$ cat src/rtl/core/utf8d_pkg.sv
// Shared types and constants for the UTF-8 to code point decoder.
package utf8d_pkg;

    localparam int CP_W = 21;

    // Default code point for malformed input (U+FFFD)
    localparam logic [CP_W-1:0] REPL_RESET = 21'h00FFFD;

    // Upper bounds of the byte classes
    localparam logic [7:0] ASCII_MAX = 8'h7F;
    localparam logic [7:0] CONT_MAX  = 8'hBF;
    localparam logic [7:0] LEAD2_MAX = 8'hDF;
    localparam logic [7:0] LEAD3_MAX = 8'hEF;
    localparam logic [7:0] LEAD4_MAX = 8'hF7;

    // Payload masks of continuation and lead bytes
    localparam logic [7:0] CONT_MASK  = 8'h3F;
    localparam logic [7:0] LEAD2_MASK = 8'h1F;
    localparam logic [7:0] LEAD3_MASK = 8'h0F;
    localparam logic [7:0] LEAD4_MASK = 8'h07;

    // Pending continuation counts set by lead bytes
    localparam logic [1:0] PEND_NONE = 2'd0;
    localparam logic [1:0] PEND_ONE  = 2'd1;
    localparam logic [1:0] PEND_TWO  = 2'd2;
    localparam logic [1:0] PEND_THREE = 2'd3;

    typedef struct packed {
        logic [7:0] data_byte;
        logic       last_byte;
    } utf8d_in_t;

    typedef struct packed {
        logic [CP_W-1:0] code_point;
        logic            is_error;
        logic            end_of_run;
    } utf8d_out_t;

    // Outcome of decoding one byte: up to two results and the next state
    typedef struct packed {
        logic [1:0]      num_results;
        utf8d_out_t      res0;
        utf8d_out_t      res1;
        logic [1:0]      pend_next;
        logic [CP_W-1:0] acc_next;
    } utf8d_step_t;

endpackage

$ cat src/rtl/core/utf8d_step.sv
// Single-byte decode step: classifies a byte and forms results and next state.
module utf8d_step
    import utf8d_pkg::*;
(
    input  utf8d_in_t       item,
    input  logic [1:0]      pend,
    input  logic [CP_W-1:0] acc,
    input  logic [CP_W-1:0] repl_code,
    output utf8d_step_t     step
);

    logic            pre_err;
    logic            main_valid;
    logic            main_err;
    logic [CP_W-1:0] main_cp;
    logic            tail_err;
    logic [1:0]      pend_mid;
    logic [CP_W-1:0] acc_mid;
    logic [1:0]      pend_dec;
    logic [CP_W-1:0] acc_shift;
    utf8d_out_t      e_pre;
    utf8d_out_t      e_main;
    utf8d_out_t      e_tail;

    // Continuation byte shifts six payload bits into the accumulator
    assign pend_dec  = pend - 2'd1;
    assign acc_shift = {acc[CP_W-7:0], item.data_byte[5:0] & CONT_MASK[5:0]};

    // Handle the byte itself
    always_comb
    begin
        pre_err    = 1'b0;
        main_valid = 1'b0;
        main_err   = 1'b0;
        main_cp    = '0;
        pend_mid   = pend;
        acc_mid    = acc;
        case (item.data_byte) inside
            [8'h00:ASCII_MAX]:
            begin
                pre_err    = (pend != PEND_NONE);
                pend_mid   = PEND_NONE;
                main_valid = 1'b1;
                main_cp    = CP_W'(item.data_byte);
            end
            [8'h80:CONT_MAX]:
            begin
                if (pend != PEND_NONE)
                begin
                    acc_mid    = acc_shift;
                    pend_mid   = pend_dec;
                    main_valid = (pend_dec == PEND_NONE);
                    main_cp    = acc_shift;
                end
                else
                begin
                    main_valid = 1'b1;
                    main_err   = 1'b1;
                    main_cp    = repl_code;
                end
            end
            [8'hC0:LEAD2_MAX]:
            begin
                pend_mid = PEND_ONE;
                acc_mid  = CP_W'(item.data_byte & LEAD2_MASK);
            end
            [8'hE0:LEAD3_MAX]:
            begin
                pend_mid = PEND_TWO;
                acc_mid  = CP_W'(item.data_byte & LEAD3_MASK);
            end
            [8'hF0:LEAD4_MAX]:
            begin
                pend_mid = PEND_THREE;
                acc_mid  = CP_W'(item.data_byte & LEAD4_MASK);
            end
            default:
            begin
                main_valid = 1'b1;
                main_err   = 1'b1;
                main_cp    = repl_code;
                pend_mid   = PEND_NONE;
            end
        endcase
    end

    // End of string: flag an unfinished sequence
    assign tail_err = item.last_byte && (pend_mid != PEND_NONE);

    assign e_pre  = '{code_point: repl_code, is_error: 1'b1, end_of_run: 1'b0};
    assign e_main = '{code_point: main_cp, is_error: main_err, end_of_run: 1'b0};
    assign e_tail = '{code_point: repl_code, is_error: 1'b1, end_of_run: 1'b0};

    // Pack the candidate results in order and clear the state at end of string
    always_comb
    begin
        step.pend_next = item.last_byte ? PEND_NONE : pend_mid;
        step.acc_next  = item.last_byte ? '0 : acc_mid;
        step.res0 = e_main;
        step.res1 = e_tail;
        if (pre_err)
        begin
            step.res0 = e_pre;
            step.res1 = e_main;
        end
        else if (!main_valid)
        begin
            step.res0 = e_tail;
        end
        step.num_results = 2'(pre_err) + 2'(main_valid) + 2'(tail_err);
        // Mark the last result caused by this byte
        if (step.num_results == 2'd1)
        begin
            step.res0.end_of_run = 1'b1;
        end
        else if (step.num_results == 2'd2)
        begin
            step.res1.end_of_run = 1'b1;
        end
    end

endmodule

$ cat src/rtl/core/utf8d_out_fifo.sv
// Result queue: takes up to two results per cycle, delivers one per cycle while cp_ready is high.
module utf8d_out_fifo
    import utf8d_pkg::*;
#(
    parameter int DEPTH = 4,
    parameter int CNT_W = $clog2(DEPTH + 1)
)
(
    input  logic             clk,
    input  logic             rst_n,
    input  logic [1:0]       push_n,
    input  utf8d_out_t       push0,
    input  utf8d_out_t       push1,
    output logic [CNT_W-1:0] free_slots,
    output logic             cp_valid,
    input  logic             cp_ready,
    output utf8d_out_t       cp_item
);

    localparam int PTR_W = $clog2(DEPTH);
    localparam logic [PTR_W-1:0] PTR_LAST = PTR_W'(DEPTH - 1);

    utf8d_out_t       mem_reg [DEPTH];
    logic [PTR_W-1:0] head_reg;
    logic [PTR_W-1:0] head_next;
    logic [PTR_W-1:0] tail_reg;
    logic [PTR_W-1:0] tail_next;
    logic [PTR_W-1:0] tail_inc;
    logic [PTR_W-1:0] tail_inc2;
    logic [CNT_W-1:0] count_reg;
    logic [CNT_W-1:0] count_next;
    logic             pop;

    assign pop        = cp_valid && cp_ready;
    assign cp_valid   = (count_reg != '0);
    assign cp_item    = mem_reg[head_reg];
    assign free_slots = CNT_W'(DEPTH) - count_reg;

    // Advance pointers with wrap at the queue depth
    assign tail_inc  = (tail_reg == PTR_LAST) ? '0 : tail_reg + PTR_W'(1);
    assign tail_inc2 = (tail_inc == PTR_LAST) ? '0 : tail_inc + PTR_W'(1);

    always_comb
    begin
        case (push_n)
            2'd1:    tail_next = tail_inc;
            2'd2:    tail_next = tail_inc2;
            default: tail_next = tail_reg;
        endcase
        head_next = head_reg;
        if (pop)
        begin
            head_next = (head_reg == PTR_LAST) ? '0 : head_reg + PTR_W'(1);
        end
        count_next = count_reg + CNT_W'(push_n) - CNT_W'(pop);
    end

    // Hold queue pointers and fill count
    always_ff @(posedge clk or negedge rst_n)
    begin
        if (!rst_n)
        begin
            head_reg  <= '0;
            tail_reg  <= '0;
            count_reg <= '0;
        end
        else
        begin
            head_reg  <= head_next;
            tail_reg  <= tail_next;
            count_reg <= count_next;
        end
    end

    // Write incoming results
    always_ff @(posedge clk)
    begin
        if (push_n != 2'd0)
        begin
            mem_reg[tail_reg] <= push0;
        end
        if (push_n == 2'd2)
        begin
            mem_reg[tail_inc] <= push1;
        end
    end

endmodule

$ cat src/rtl/core/utf8_to_code_point_decoder.sv
// Top level of the UTF-8 to code point decoder.
// Decodes a UTF-8 byte stream, one byte per transaction on the byte channel,
// into code points on the cp channel. A new byte is taken every cycle while
// the result queue has room for its results; each byte gives zero, one or two
// results and the cp channel delivers one result per cycle while cp_ready is
// high, so the sustained rate is one byte per cycle while bytes give at most
// one result, and lower for bytes that give two (an ASCII byte that breaks a
// pending sequence). A byte passes an input register and the decode logic into
// the result queue (OUT_DEPTH entries); it waits in the input register while
// the queue lacks room for all of its results, and its results are offered
// once written to the queue. Malformed input returns repl_reg (written through
// cfg_we/cfg_wdata, U+FFFD after reset) with is_error set; end_of_run marks
// the final result of each byte. No overlong or surrogate checks are made.
module utf8_to_code_point_decoder
    import utf8d_pkg::*;
#(
    parameter int OUT_DEPTH = 4
)
(
    input  logic            clk,
    input  logic            rst_n,
    input  logic            cfg_we,
    input  logic [CP_W-1:0] cfg_wdata,
    input  logic            byte_valid,
    output logic            byte_ready,
    input  utf8d_in_t       byte_item,
    output logic            cp_valid,
    input  logic            cp_ready,
    output utf8d_out_t      cp_item
);

    localparam int CNT_W = $clog2(OUT_DEPTH + 1);

    logic            in_valid_reg;
    logic            in_valid_next;
    utf8d_in_t       in_item_reg;
    logic [1:0]      pend_reg;
    logic [CP_W-1:0] acc_reg;
    logic [CP_W-1:0] repl_reg;
    utf8d_step_t     step;
    logic [CNT_W-1:0] free_slots;
    logic            consume;
    logic [1:0]      push_n;

    // Decode the held byte once the queue has room for all of its results
    assign consume       = in_valid_reg && (CNT_W'(step.num_results) <= free_slots);
    assign byte_ready    = !in_valid_reg || consume;
    assign in_valid_next = byte_valid || (in_valid_reg && !consume);
    assign push_n        = consume ? step.num_results : 2'd0;

    // Hold the input transaction and the decoder state
    always_ff @(posedge clk or negedge rst_n)
    begin
        if (!rst_n)
        begin
            in_valid_reg <= 1'b0;
            pend_reg     <= PEND_NONE;
            acc_reg      <= '0;
            repl_reg     <= REPL_RESET;
        end
        else
        begin
            if (byte_ready)
            begin
                in_valid_reg <= in_valid_next;
            end
            if (consume)
            begin
                pend_reg <= step.pend_next;
                acc_reg  <= step.acc_next;
            end
            if (cfg_we)
            begin
                repl_reg <= cfg_wdata;
            end
        end
    end

    // Capture payload of an accepted transaction
    always_ff @(posedge clk)
    begin
        if (byte_valid && byte_ready)
        begin
            in_item_reg <= byte_item;
        end
    end

    utf8d_step u_step (
        .item      (in_item_reg),
        .pend      (pend_reg),
        .acc       (acc_reg),
        .repl_code (repl_reg),
        .step      (step)
    );

    utf8d_out_fifo #(
        .DEPTH (OUT_DEPTH),
        .CNT_W (CNT_W)
    ) u_out_fifo (
        .clk        (clk),
        .rst_n      (rst_n),
        .push_n     (push_n),
        .push0      (step.res0),
        .push1      (step.res1),
        .free_slots (free_slots),
        .cp_valid   (cp_valid),
        .cp_ready   (cp_ready),
        .cp_item    (cp_item)
    );

endmodule

$ cat config.mk
export PLATFORM = sky130hd
export DESIGN_NAME = utf8_to_code_point_decoder
export DESIGN_NICKNAME = d
export VERILOG_FILES = /design/src/rtl/core/utf8d_pkg.sv /design/src/rtl/core/utf8d_step.sv /design/src/rtl/core/utf8d_out_fifo.sv /design/src/rtl/core/utf8_to_code_point_decoder.sv
export SDC_FILE = /design/constraint.sdc
export NUM_CORES = 1
export LEC_CHECK = 0
export CAP_MARGIN = 20
export CORE_UTILIZATION = 69
export CTS_CLUSTER_SIZE = 28
export DETAILED_ROUTE_END_ITERATION = 10
export DONT_BUFFER_PORTS = 1
export PLACE_DENSITY = 0.82
export SYNTH_ARGS = -nofsm -noshare
export SYNTH_HDL_FRONTEND = slang
export SYNTH_SLANG_ARGS = --single-unit
$ cat constraint.sdc
create_clock -name clk -period 7.9 [get_ports clk]
set_input_delay 0.79 -clock clk [delete_from_list [all_inputs] [get_ports clk]]
set_output_delay 0.79 -clock clk [all_outputs]
set_load 0.02 [all_outputs]
After elaboration in Yosys (flattened, before gate mapping)
Memory sizes are Yosys's and may differ from the RTL's.
Cells that the tools add are included.
{ "word_totals": {"regBits": 55, "ram_bits": 92, "output_inout_bits": 25, "wordCells": 106, "mem_count": 1} }
{ "classes": {"addsub": 9, "order_cmp": 11, "n_eq_ne": 9, "mux": 45, "reduce_logical": 22} }
{ "memory_table": {"columns": ["name", "words", "width", "rd", "rd_clocked_by_memory_dff", "wr", "line", "rtl"], "rows": [
  ["u_out_fifo.mem_reg", 4, 23, 1, 0, 2, "utf8d_out_fifo.sv:23", "utf8d_out_t mem_reg [DEPTH];"]
]} }
{ "op_table": {"columns": ["cell", "count"], "rows": [
  ["2-to-1 mux 21 bit", 6],
  ["2-to-1 mux 15 bit", 7],
  ["2-to-1 mux 23 bit", 3],
  ["greater-or-equal comparator 8 bit (second input constant)", 4],
  ["<= comparator 8 bit (second input constant)", 4],
  ["2-to-1 mux 2 bit", 11],
  ["2-to-1 mux 1 bit", 17],
  ["equality test 2 bit (second input constant)", 5],
  ["logical AND 1 bit", 10],
  ["greater-or-equal comparator 8 x 1 -> 1 bit (second input constant)", 1],
  ["<= comparator 8 x 7 -> 1 bit (second input constant)", 1],
  ["nonzero test 2 bit", 4],
  ["adder 2 x 1 -> 2 bit (second input constant)", 3],
  ["nonzero test 5 bit", 1],
  ["equality test 2 x 1 -> 1 bit (second input constant)", 2],
  ["case mux 2 bit (2 select lines)", 1],
  ["AND reduction 4 bit", 1],
  ["adder 3 x 2 -> 3 bit", 1],
  ["<= comparator 2 x 3 -> 1 bit", 1],
  ["inequality test 3 bit (second input constant)", 1],
  ["nonzero test 3 bit", 1],
  ["subtractor 3 x 1 -> 3 bit", 1],
  ["subtractor 3 bit (first input constant)", 1],
  ["adder 1 x 1 -> 2 bit", 1],
  ["other kinds (6)", 8]
]} }

Depth between registers and ports, before layout
Gate-level depths: netlist (run 1).
{ "logic_depth": {"word_depth": 16, "mapped_depth": 19, "depth_no_buf": 15} }

By module
From an unflattened synthesis (run 1), not the netlist that was laid out.
{ "unflattened": {"hier_cells": 688, "hier_area_um2": 8936.1} }
{ "modules_own_cells": {"columns": ["mod", "instances", "cells_per_inst", "area_each_um2"], "rows": [
  ["utf8d_out_fifo", 1, 285, 5093.6],
  ["utf8_to_code_point_decoder", 1, 199, 2553.7],
  ["utf8d_step", 1, 204, 1288.7]
]} }

Least setup slack after synthesis (run 1)
Ideal clock, no wire load.
{ "synth_path": {"path_kind": "reg-to-reg", "from": "reg pend_reg[1]", "to": "mem u_out_fifo.mem_reg[1][0] (netlist name), enable pin", "arrival_time_ps": 4327, "t_required_ps": 7465, "path_slack_ps": 3138, "stages_incl_launch_ff": 13, "path_buffers": 2, "synth_period_minus_slack_ps": 4762, "path_cell_list": "dfrtp_1 buf_2 o21bai_4 inv_2 buf_2 fa_1 ha_1 nor2b_4 o211a_4 nor3_1 inv_1 ha_1 o21ai_0"} }
{ "synth_rtl": {"columns": ["element", "line", "rtl"], "rows": [
  ["start, declared", "utf8_to_code_point_decoder.sv:37", "logic [1:0] pend_reg;"],
  ["start signal, assigned", "utf8_to_code_point_decoder.sv:69", "pend_reg <= step.pend_next;"],
  ["end, declared", "utf8d_out_fifo.sv:23", null]
]} }

==> impl_metrics.toml, run 1 <==
[min_path]
hold_path.class = "primary input to async pin"

[sta]
tightest_slew_ns = 0.9587
tns_ns = 0
drv_slew = 0
finClkSkew_ns = 0.009694
slew_headroom_pct = 35.85
rsz0062_at_grt = "false"
fmax_ghz = 0.1951
fin_crit_sh_pct = 64.87
setup_violations = 0
hold_viol = 0
finalCriticalPeriod_ns = 5.125

[cts]
ctsResizeCount = 0
clk_latency_ns = 0.56
cts.sinks = 147
cts_root_buf = "clkbuf_8"
cts_tree = "yes"
cts_made_buffers = 17
cts_max_level = 4
clk_pin_slew_ns = 0.07
cts_buffer_depth = 2

[global_route]
grt_pass1_vias = 4936
grt.total_usage_pct = 32.86
grt.overflow.total = 0
grt_first_pass_wirelength_um = 26560
antenna_found_initial = 0
grt_max_degree = 32

[route]
drt-initial-drc-count = 361
wl_um = 16930
ant_nets = 0
wire_per_inst_um = 25.50
vias = 4677
post-route-drc-count = 0
first_pass_iters = 5
viasPerCell = 7.044

[power_and_ir_drop]
max-vdd-ir-drop_mv = 0.3303
p_per_area_mw_per_mm2 = 475.1
p_leak_nw = 3.057

[floorplanning]
rows = 37
dieArea_mm2 = 0.01126
ios = 60
core-area_mm2 = 0.01042
die_y_um = 106.1
initial_core_util_pct = 71.83
fp.dieW_um = 106.1

[placement]
dpl.hpwl_um = 10900
gp_congestion = 0.9004
portBuffers = 0

[critical_path]
cp.arrival_ns = 5.50
critPathBufInv = 3
start_kind = "flop"
required_ns = 8.27
worstSetupEndpointType = "flop"
cp_top_family = "compound AO/OA/AOI/OAI gates"
critPathSlowestCell = "edfxtp_1"
setup.worst_path.class = "flop to flop"
cpPeakStageDelay_ns = 0.93
worstPathMaxFanout = 26
crit_chain = "o21a_1 -> and2_4 -> inv_4 -> fa_1 -> inv_1 -> ha_1 -> nand2_1 -> o211a_4 -> nor3_1 -> inv_1 -> ha_1 -> and2_1 -> a211oi_1 -> a21oi_2 -> o2bb2ai_1"

[cells_and_area]
drive_above_1_share_pct = 23.30
finish.utilization_pct = 79.14
nets = 569
syn2layout_area_growth_pct = 10.17
n_antenna_cell = 0
largest_reg_flops = 92

[synthesis]
synth_edf_count = 101
avgSynthCellArea_um2 = 14.31
syn_inst = 523
syn_nets = 577
synth_ff_type = "edfxtp_1"
synth.yosys.seq_area_share_pct = 56.17
yosysWarnings = 0
async_flop_share_pct = 31.29
synthesis.area_mm2 = 0.007482
yosysUniqueCellTypes = 60
ys_ff_latch = 147

[status]
outcome = "complete, no violations"

[run]
drv_cap = 0
[power breakdown]
group | total, mW | switching (mW) | internal, mW | leakage, nW
clock | 0.890 | 0.317 | 0.573 | 0.324
sequential | 1.38 | 0.166 | 1.22 | 1.50
combinational | 1.64 | 1.01 | 0.628 | 1.24
total | 3.92 | 1.50 | 2.42 | 3.06
[worst register-to-register path: cells and delay by family (launching register included)]
family                   cells  cell delay [ns]
AO/OA/AOI/OAI                5             1.63
adder cells (fa/ha/maj)      3             1.27
buffers and inverters        3             0.28
flip-flops                   1             0.93
AND/OR/NAND/NOR              4             0.84
[timing repair]
item | in CTS | in global routing
setup buffers | 0 | 0
endpoints found under the hold margin | 31 | 0
hold buffers | 1 | 0
[through the flow]
stage / cells / setup WS (ns) / hold slack (ns) / area [µm²] / total power, mW
after floorplan: 523 / 3.138 / 0.4655 / 7482 / 2.628
after global placement: 630 / 3.107 / 0.4930 / 7538 / 2.926
after detailed placement: 631 / 2.967 / 0.4955 / 7566 / 3.022
after CTS: 664 / 2.846 / 0.05094 / 8243 / 3.926
after global routing: 664 / 2.482 / 0.04504 / 8243 / 4.096
final: 664 / 2.775 / 0.05907 / 8243 / 3.916
[metal layers]
metal  GRT usage [%]  wire length [µm]
met4           14.98               497
met3           9.810              1288
met2           54.31              8780
met1           39.86              6367
met5               0                 0
[logic make-up after synthesis]
logic type               share of synthesized area [%]
buffers and inverters                            3.562
AO/OA/AOI/OAI                                    15.49
adder cells (fa/ha/maj)                          3.378
multiplexers                                     15.95
flip-flops                                       56.17
AND/OR/NAND/NOR                                  5.100
XOR/XNOR                                        0.3512
[final timing paths]
path                                                from                                  end  slack, ns  cells after the start
worst max-delay path            in_item_reg[7]$_DFFE_PP_  u_out_fifo.mem_reg[0][17]$_DFFE_PP_       2.78                     15
worst min-delay path                               rst_n   u_out_fifo.head_reg[0]$_DFFE_PN0P_       0.06                      1
worst max register to register  in_item_reg[7]$_DFFE_PP_  u_out_fifo.mem_reg[0][17]$_DFFE_PP_       2.78                     15
worst min register to register   acc_reg[13]$_DFFE_PN0P_              acc_reg[13]$_DFFE_PN0P_       0.51                      1
max in group asynchronous                          rst_n              acc_reg[12]$_DFFE_PN0P_       7.65                      1
min in group clk                            byte_item[7]             in_item_reg[7]$_DFFE_PP_       0.32                      0
[cell usage in the layout (no fill, tap or decap), drive strengths merged, types with 2 or more instances in the layout]
master,synthesis,routed
a211oi,4,4
a21boi,2,2
a21oi,8,8
a22o,13,13
a2bb2oi,14,14
a31oi,4,4
a32o,3,3
and2,7,7
and3,3,3
buf,22,7
bufinv,0,5
clkbuf,12,20
clkinv,0,6
dfrtp,31,31
dfstp,15,15
edfxtp,101,101
fa,2,2
ha,17,17
inv,26,27
mux2,44,44
mux2i,18,18
mux4,23,23
nand2,31,31
nand2b,2,2
nand3,6,6
nor2,5,5
nor2b,4,4
nor3,4,4
nor4b,2,2
o21a,5,5
o21ai,15,15
o221ai,3,3
o22ai,4,4
o2bb2ai,57,57
or3,2,2
xnor2,2,2
[Yosys cell counts (2+ instances only)]
| cell type | instances | share of area (%) |
|---|---|---|
| edfxtp_1 | 101 | 41 |
| o2bb2ai_1 | 57 | 6.7 |
| dfrtp_1 | 31 | 10 |
| nand2_1 | 31 | 1.6 |
| inv_1 | 24 | 1.2 |
| mux2_2 | 23 | 3.5 |
| mux4_2 | 23 | 6.9 |
| mux2_1 | 21 | 3.2 |
| buf_2 | 20 | 1.3 |
| mux2i_1 | 18 | 2.4 |
| ha_1 | 17 | 2.8 |
| dfstp_2 | 15 | 5.3 |
| a2bb2oi_1 | 14 | 1.6 |
| a22o_1 | 13 | 1.5 |
| o21ai_0 | 11 | 0.74 |
| clkbuf_1 | 10 | 0.50 |
| and2_1 | 6 | 0.50 |
| nand3_1 | 6 | 0.40 |
| o21a_1 | 5 | 0.50 |
| a21oi_1 | 4 | 0.27 |
| a21oi_2 | 4 | 0.47 |
| nor2_1 | 4 | 0.20 |
| nor3_1 | 4 | 0.27 |
| o21ai_2 | 4 | 0.47 |
| o22ai_1 | 4 | 0.33 |
| a211oi_1 | 3 | 0.30 |
| a31oi_1 | 3 | 0.25 |
| a32o_1 | 3 | 0.40 |
| and3_1 | 3 | 0.25 |
| nor2b_1 | 3 | 0.25 |
| o221ai_1 | 3 | 0.35 |
| a21boi_0 | 2 | 0.20 |
| clkbuf_2 | 2 | 0.13 |
| fa_1 | 2 | 0.54 |
| nand2b_1 | 2 | 0.17 |
| or3_1 | 2 | 0.17 |
| xnor2_1 | 2 | 0.23 |
[layout make-up]
cell class | instances | area, µm²
clock buffers | 20 | 456.7
clock inverters | 12 | 200.2
fillers | 574 | 2173
inverters | 26 | 100.1
multi-input cells | 316 | 3028
flip-flops and latches | 147 | 4203
well taps | 136 | 170.2
repair buffers | 7 | 85.08
No activity file was read; power rests on OpenSTA's default activity.
==> inputs of run 2 (changes only) <==
--- a/config.mk
+++ b/config.mk
@@ -5,12 +5,13 @@
 export SDC_FILE = /design/constraint.sdc
 export NUM_CORES = 1
 export LEC_CHECK = 0
+export ABC_AREA = 1
 export CAP_MARGIN = 20
-export CORE_UTILIZATION = 69
+export CORE_UTILIZATION = 64
 export CTS_CLUSTER_SIZE = 28
 export DETAILED_ROUTE_END_ITERATION = 10
 export DONT_BUFFER_PORTS = 1
-export PLACE_DENSITY = 0.82
+export PLACE_DENSITY = 0.77
 export SYNTH_ARGS = -nofsm -noshare
 export SYNTH_HDL_FRONTEND = slang
 export SYNTH_SLANG_ARGS = --single-unit
==> constraint.sdc (replaced) <==
create_clock -name clk -period 5.4 [get_ports clk]
set_input_delay 0.54 -clock clk [delete_from_list [all_inputs] [get_ports clk]]
set_output_delay 0.54 -clock clk [all_outputs]
set_load 0.02 [all_outputs]
==> run 2 against run 1 <==
- worst hold slack better by 0.13 ns
- synthesized cell count up 91%
- power up 47%
- sequential cell count unchanged
- wire length up 28%
- fmax up 11%
- first-iteration DRC count up 130%
- register-to-register slack worse by 2.0 ns
- utilization down 6.4 points
- critical endpoint is now u_out_fifo.mem_reg[1][0]$_DFFE_PP_
- largest power group unchanged
==> impl_metrics.toml, run 2 <==
[route]
vias = 6829
post-route-drc-count = 0
drt-initial-drc-count = 831
viasPerCell = 5.862
first_pass_iters = 6
wire_per_inst_um = 18.64
wl_um = 21720
ant_nets = 0

[cts]
cts.sinks = 147
clk_pin_slew_ns = 0.06
cts_made_buffers = 17
cts_max_level = 4
cts_buffer_depth = 2
cts_tree = "yes"
cts_root_buf = "clkbuf_16"
ctsResizeCount = 0
cts.hold.buffers_added = 2
clk_latency_ns = 0.43
cts_setup_buffers = 0

[cells_and_area]
finish.utilization_pct = 72.69
largest_reg_flops = 92
layout_common_cells = "399 x nand2_1, 101 x edfxtp_1, 96 x o21ai_0"
final_common_cell = "nand2_1"
n_antenna_cell = 0
nets = 1038
drive_above_1_share_pct = 8.325
layout.cells.non_filler = 1165
syn2layout_area_growth_pct = 9.045

[synthesis]
synth.yosys.seq_area_share_pct = 51.84
synth_ff_type = "edfxtp_1"
synth_top_cell_by_area = "edfxtp_1"
async_flop_share_pct = 31.29
syn_nets = 1053
yosysUniqueCellTypes = 32
ys_ff_latch = 147
synth_edf_count = 101
yosys.cell_count.top_type = "nand2_1"
yosys-top-cells-count = "399 x nand2_1, 101 x edfxtp_1, 100 x o21ai_0"
synth.top_cell.area_share_pct = 37.41
synth_area_leaders = "edfxtp_1 37%, nand2_1 18%, dfrtp_1 9.6%"
avgSynthCellArea_um2 = 8.115
synthesis.area_mm2 = 0.008107
syn_inst = 999
yosysWarnings = 0

[sta]
finClkSkew_ns = 0.007606
rsz0062_at_grt = "false"
fmax_ghz = 0.2157
tns_ns = 0
slew_headroom_pct = 36.98
setup_violations = 0
drv_slew = 0
tightest_slew_ns = 0.9442
fin_crit_sh_pct = 85.86
finalCriticalPeriod_ns = 4.636
hold_viol = 0

[floorplanning]
ios = 60
initial_core_util_pct = 66.66
fp.dieW_um = 114.5
core-area_mm2 = 0.01216
dieArea_mm2 = 0.01312
rows = 40
die_y_um = 114.5

[power_and_ir_drop]
p_int_mw = 3.202
pwr-share-seq_pct = 33.9
combPwrFrac_pct = 45.7
switching_share_pct = 44.39
clockPowerShare_pct = 20.5
p_per_area_mw_per_mm2 = 651.3
p_leak_nw = 3.937
max-vdd-ir-drop_mv = 0.3913
p_switching_mw = 2.555

[critical_path]
setup.worst_path.class = "flop to flop"
critPathSlowestCell = "edfxtp_1"
worstPathMaxFanout = 24
critPathBufInv = 5
critPathMostFrequentCell = "nand2_1"
cp.arrival_ns = 4.78
cp_top_family = "simple AND/OR/NAND/NOR gates"
start_kind = "flop"
required_ns = 5.54
crit_chain = "inv_2 -> nor2_4 -> nor2_8 -> nand2_8 -> nand2_4 -> nor2_1 -> fa_1 -> inv_1 -> ha_1 -> nand2_1 -> nand3_1 -> nand2_1 -> nor2_1 -> inv_1 -> ha_1 -> nand2_1 -> buf_4 -> inv_1 -> nand2_1 -> o21ai_0"
cpPeakStageDelay_ns = 0.57
worstSetupEndpointType = "flop"

[global_route]
grt_pass1_vias = 6388
grt_util_met3_pct = 6.564
grt_first_pass_wirelength_um = 34200
antenna_found_initial = 0
busiest_layer = "met2"
grt_max_degree = 49
use_met2_pct = 56.69
grt.overflow.total = 0
grt.total_usage_pct = 35.23
use_met1_pct = 48.65

[placement]
dpl.hpwl_um = 14490
portBuffers = 0
dp_cells = 1131
gp_congestion = 0.9427

[min_path]
hold_path.class = "primary input to flop"

[status]
outcome = "complete, no violations"

[run]
drv_cap = 0
run 2: changes by cell type after synthesis, moves of 44 or more:
cell	previous run	this run
nand2_1	31	399
inv_1	24	68
o2bb2ai_1	57	0
o21ai_0	11	100
nand3_1	6	66
nor2_1	4	74
run 2: worst paths after layout:
kind                                                from                                 end  slack [ns]  cells past startpoint
worst min register to register    acc_reg[9]$_DFFE_PN0P_              acc_reg[9]$_DFFE_PN0P_        0.50                      2
min in group asynchronous                          rst_n             pend_reg[1]$_DFFE_PN0N_        0.65                      2
worst max-delay path            in_item_reg[8]$_DFFE_PP_  u_out_fifo.mem_reg[1][0]$_DFFE_PP_        0.76                     20
max in group asynchronous                          rst_n            repl_reg[14]$_DFFE_PN1P_        4.48                      2
worst min-delay path                              cfg_we             repl_reg[0]$_DFFE_PN1P_        0.19                      1
worst max register to register  in_item_reg[8]$_DFFE_PP_  u_out_fifo.mem_reg[1][0]$_DFFE_PP_        0.76                     20
run 2: layout make-up:
cell class                      instances  area (µm²)
Inverter                               72       270.3
Sequential cell                       147        4203
Multi-Input combinational cell        730        3423
Clock buffer                           18       429.2
Tap cell                              168       210.2
Fill cell                             925        3322
Timing Repair Buffer                   16       142.6
Clock inverter                         14       161.4
run 2: logic make-up after synthesis:
group                    count (synthesis)  share of synthesized area [%]
XOR/XNOR                                 3                         0.3242
flip-flops                             147                          51.84
adder cells (fa/ha/maj)                 19                          3.118
buffers and inverters                  122                          6.112
AND/OR/NAND/NOR                        554                          27.95
AO/OA/AOI/OAI                          154                          10.65
run 2: metrics by stage:
stage	setup slack, ns	total power [mW]	instance area (µm²)	hold slack, ns
floorplan	0.7303	3.885	8107	0.2444
global placement	1.012	4.431	8212	0.2453
detailed placement	0.8402	4.534	8212	0.2452
CTS	0.8077	5.723	8840	0.1822
global route	0.4440	6.114	8840	0.1826
finish	0.7636	5.757	8840	0.1862
run 2: power by group through the flow:
stage / combinational (mW) / sequential (mW) / clock, mW
2_1_floorplan: 1.95 / 1.94 / 0
3_3_place_gp: 2.48 / 1.96 / 0
3_5_place_dp: 2.57 / 1.97 / 0
4_1_cts: 2.60 / 1.95 / 1.18
5_1_grt: 2.91 / 1.98 / 1.22
6_report: 2.63 / 1.95 / 1.18
run 2: metal layers:
metal / wire length (µm) / vias up
met5: 0 / -
met4: 395 / 0
met3: 2014 / 47
met2: 10240 / 349
met1: 9066 / 3193
li1: - / 3240
==> inputs of run 3 (changes only) <==
--- a/config.mk
+++ b/config.mk
@@ -5,7 +5,7 @@
 export SDC_FILE = /design/constraint.sdc
 export NUM_CORES = 1
 export LEC_CHECK = 0
-export ABC_AREA = 1
+export ABC_AREA = 0
 export CAP_MARGIN = 20
 export CORE_UTILIZATION = 64
 export CTS_CLUSTER_SIZE = 28
==> run 3 against run 2 <==
- via count fell by 31%
- combinational power fell by 7%
- wire length fell by 24%
- sequential power rose by 2%
- utilization fell by 0.39 points
- global-route usage fell by 5.1 points
- fmax fell by 2.0%
- die area fell by 7.6%
- clock-buffer cell count rose by 4
- first-iteration DRC count fell by 47%
- power fell by 1.4%
- cell count fell by 42%
==> impl_metrics.toml, run 3 (synthesized netlist as in run 1, its figures left out) <==
[status]
outcome = "complete, no violations"

[sta]
drv_slew = 0
tns_ns = 0
finalCriticalPeriod_ns = 4.732
fin_crit_sh_pct = 87.63
rsz0062_at_grt = "false"
setup_violations = 0
finClkSkew_ns = 0.009530
hold_ws_ns = 0.2075
slew_headroom_pct = 33.37
fmax_ghz = 0.2113
hold_viol = 0
tightest_slew_ns = 0.9958

[critical_path]
cp.arrival_ns = 4.86
worstSetupEndpointType = "flop"
setup.worst_path.class = "flop to flop"
required_ns = 5.53
start_kind = "flop"
worstPathMaxFanout = 14

[cts]
clk_latency_ns = 0.43
cts_made_buffers = 17
cts_max_level = 4
clk_pin_slew_ns = 0.06
cts.sinks = 147
cts_tree = "yes"
cts_root_buf = "clkbuf_16"
ctsResizeCount = 0
cts_setup_buffers = 0
cts_buffer_depth = 2

[floorplanning]
fp.dieW_um = 110.1
initial_core_util_pct = 65.53
rows = 39
die_y_um = 110.1
core-area_mm2 = 0.01142
ios = 60
dieArea_mm2 = 0.01213

[placement]
portBuffers = 0
gp_congestion = 0.8806
placed_area_mm2 = 0.007600
dpl.hpwl_um = 10920

[cells_and_area]
largest_reg_flops = 92
nets = 576
drive_above_1_share_pct = 23.36
syn2layout_area_growth_pct = 10.33
multi_input_area_mm2 = 0.003028
regArea_mm2 = 0.004203
final_common_cell = "edfxtp_1"
stdcell_area_mm2 = 0.008255
nFillCells = 747
n_antenna_cell = 0
layout_common_cells = "101 x edfxtp_1, 57 x o2bb2ai_1, 31 x nand2_1, 31 x dfrtp_1, 24 x inv_1"

[global_route]
grt_max_degree = 47
grt.total_usage_pct = 30.09
grt_first_pass_wirelength_um = 26030
grt_pass1_vias = 4745
antenna_found_initial = 0
grt.overflow.total = 0

[power_and_ir_drop]
p_per_area_mw_per_mm2 = 687.9
p_leak_nw = 3.063
power_mw = 5.679
max-vdd-ir-drop_mv = 0.6646

[route]
wl_um = 16480
drt-initial-drc-count = 444
first_pass_iters = 5
post-route-drc-count = 0
ant_nets = 0
viasPerCell = 6.904
vias = 4681
wire_per_inst_um = 24.30

[min_path]
hold_path.class = "primary input to flop"

[run]
drv_cap = 0
## run 3: cell count changes in the layout (fill, tap and decap cells not counted), sizes merged, moves of 6 or more
cell     change
nand2      -378
o21ai       -96
nor2        -73
nand3       -60
o2bb2ai     +57
inv         -46
mux2        +44
mux4        +23
o22ai       -20
mux2i       +18
a2bb2oi     +14
a22o        +13
and2         +7
o211ai       -6
## run 3: worst paths after layout
kind	depth (start not counted)	to	slack, ns	startpoint
setup / recovery	14	u_out_fifo.mem_reg[0][11]$_DFFE_PP_	0.67	in_item_reg[7]$_DFFE_PP_
hold / removal	0	in_item_reg[2]$_DFFE_PP_	0.21	byte_item[2]
setup reg to reg	14	u_out_fifo.mem_reg[0][11]$_DFFE_PP_	0.67	in_item_reg[7]$_DFFE_PP_
hold reg to reg	1	acc_reg[10]$_DFFE_PN0P_	0.52	acc_reg[10]$_DFFE_PN0P_
max in group asynchronous	2	repl_reg[12]$_DFFE_PN1P_	4.50	rst_n
min in group asynchronous	2	repl_reg[1]$_DFFE_PN0P_	0.61	rst_n
## run 3: layout make-up
| type | instances | area share, % |
|---|---|---|
| clock inverters | 10 | 1.864 |
| repair buffers | 14 | 1.546 |
| well taps | 143 | 2.167 |
| multi-input cells | 316 | 36.68 |
| inverters | 26 | 1.212 |
| clock buffers | 22 | 5.623 |
| flip-flops and latches | 147 | 50.91 |
## run 3: routing by layer
layer,vias to the layer above,routed length (µm),GRT usage [%]
met4,0,495,11.56
met2,227,8271,49.51
met5,-,0,0
met3,43,1153,8.348
met1,2341,6556,38.07
li1,2070,-,-
## run 3: power by group
group          leakage, nW  switching, mW  internal [mW]
combinational         1.27           1.52          0.939
clock                0.300          0.442          0.794
sequential            1.50          0.206           1.78
## run 3: repair_timing
| item | 4_1_cts | 5_1_grt |
|---|---|---|
| endpoints found under the hold margin | 46 | 0 |
| endpoints found under the setup margin | 0 | 0 |
| hold buffers | 2 | 0 |
## run 3: critical path, cell delays in order (launching register included)
cell       delay [ns]
edfxtp_1         0.63
o21a_1           0.34
and2_4           0.23
inv_4            0.06
fa_1             0.53
ha_1             0.36
nor2b_4          0.14
o211a_4          0.26
nor3_1           0.23
inv_1            0.12
ha_1             0.34
and2_1           0.31
a211oi_1         0.43
a21oi_2          0.24
o2bb2ai_1        0.22
## run 3: stage by stage
step | util (%) | instances | setup WS, ns
2_1_floorplan | - | 523 | 0.6382
3_3_place_gp | 66.56 | 644 | 0.8579
3_5_place_dp | 66.56 | 644 | 0.7706
4_1_cts | 72.30 | 678 | 0.7007
5_1_grt | 72.30 | 678 | 0.4030
6_report | 72.30 | 678 | 0.6680
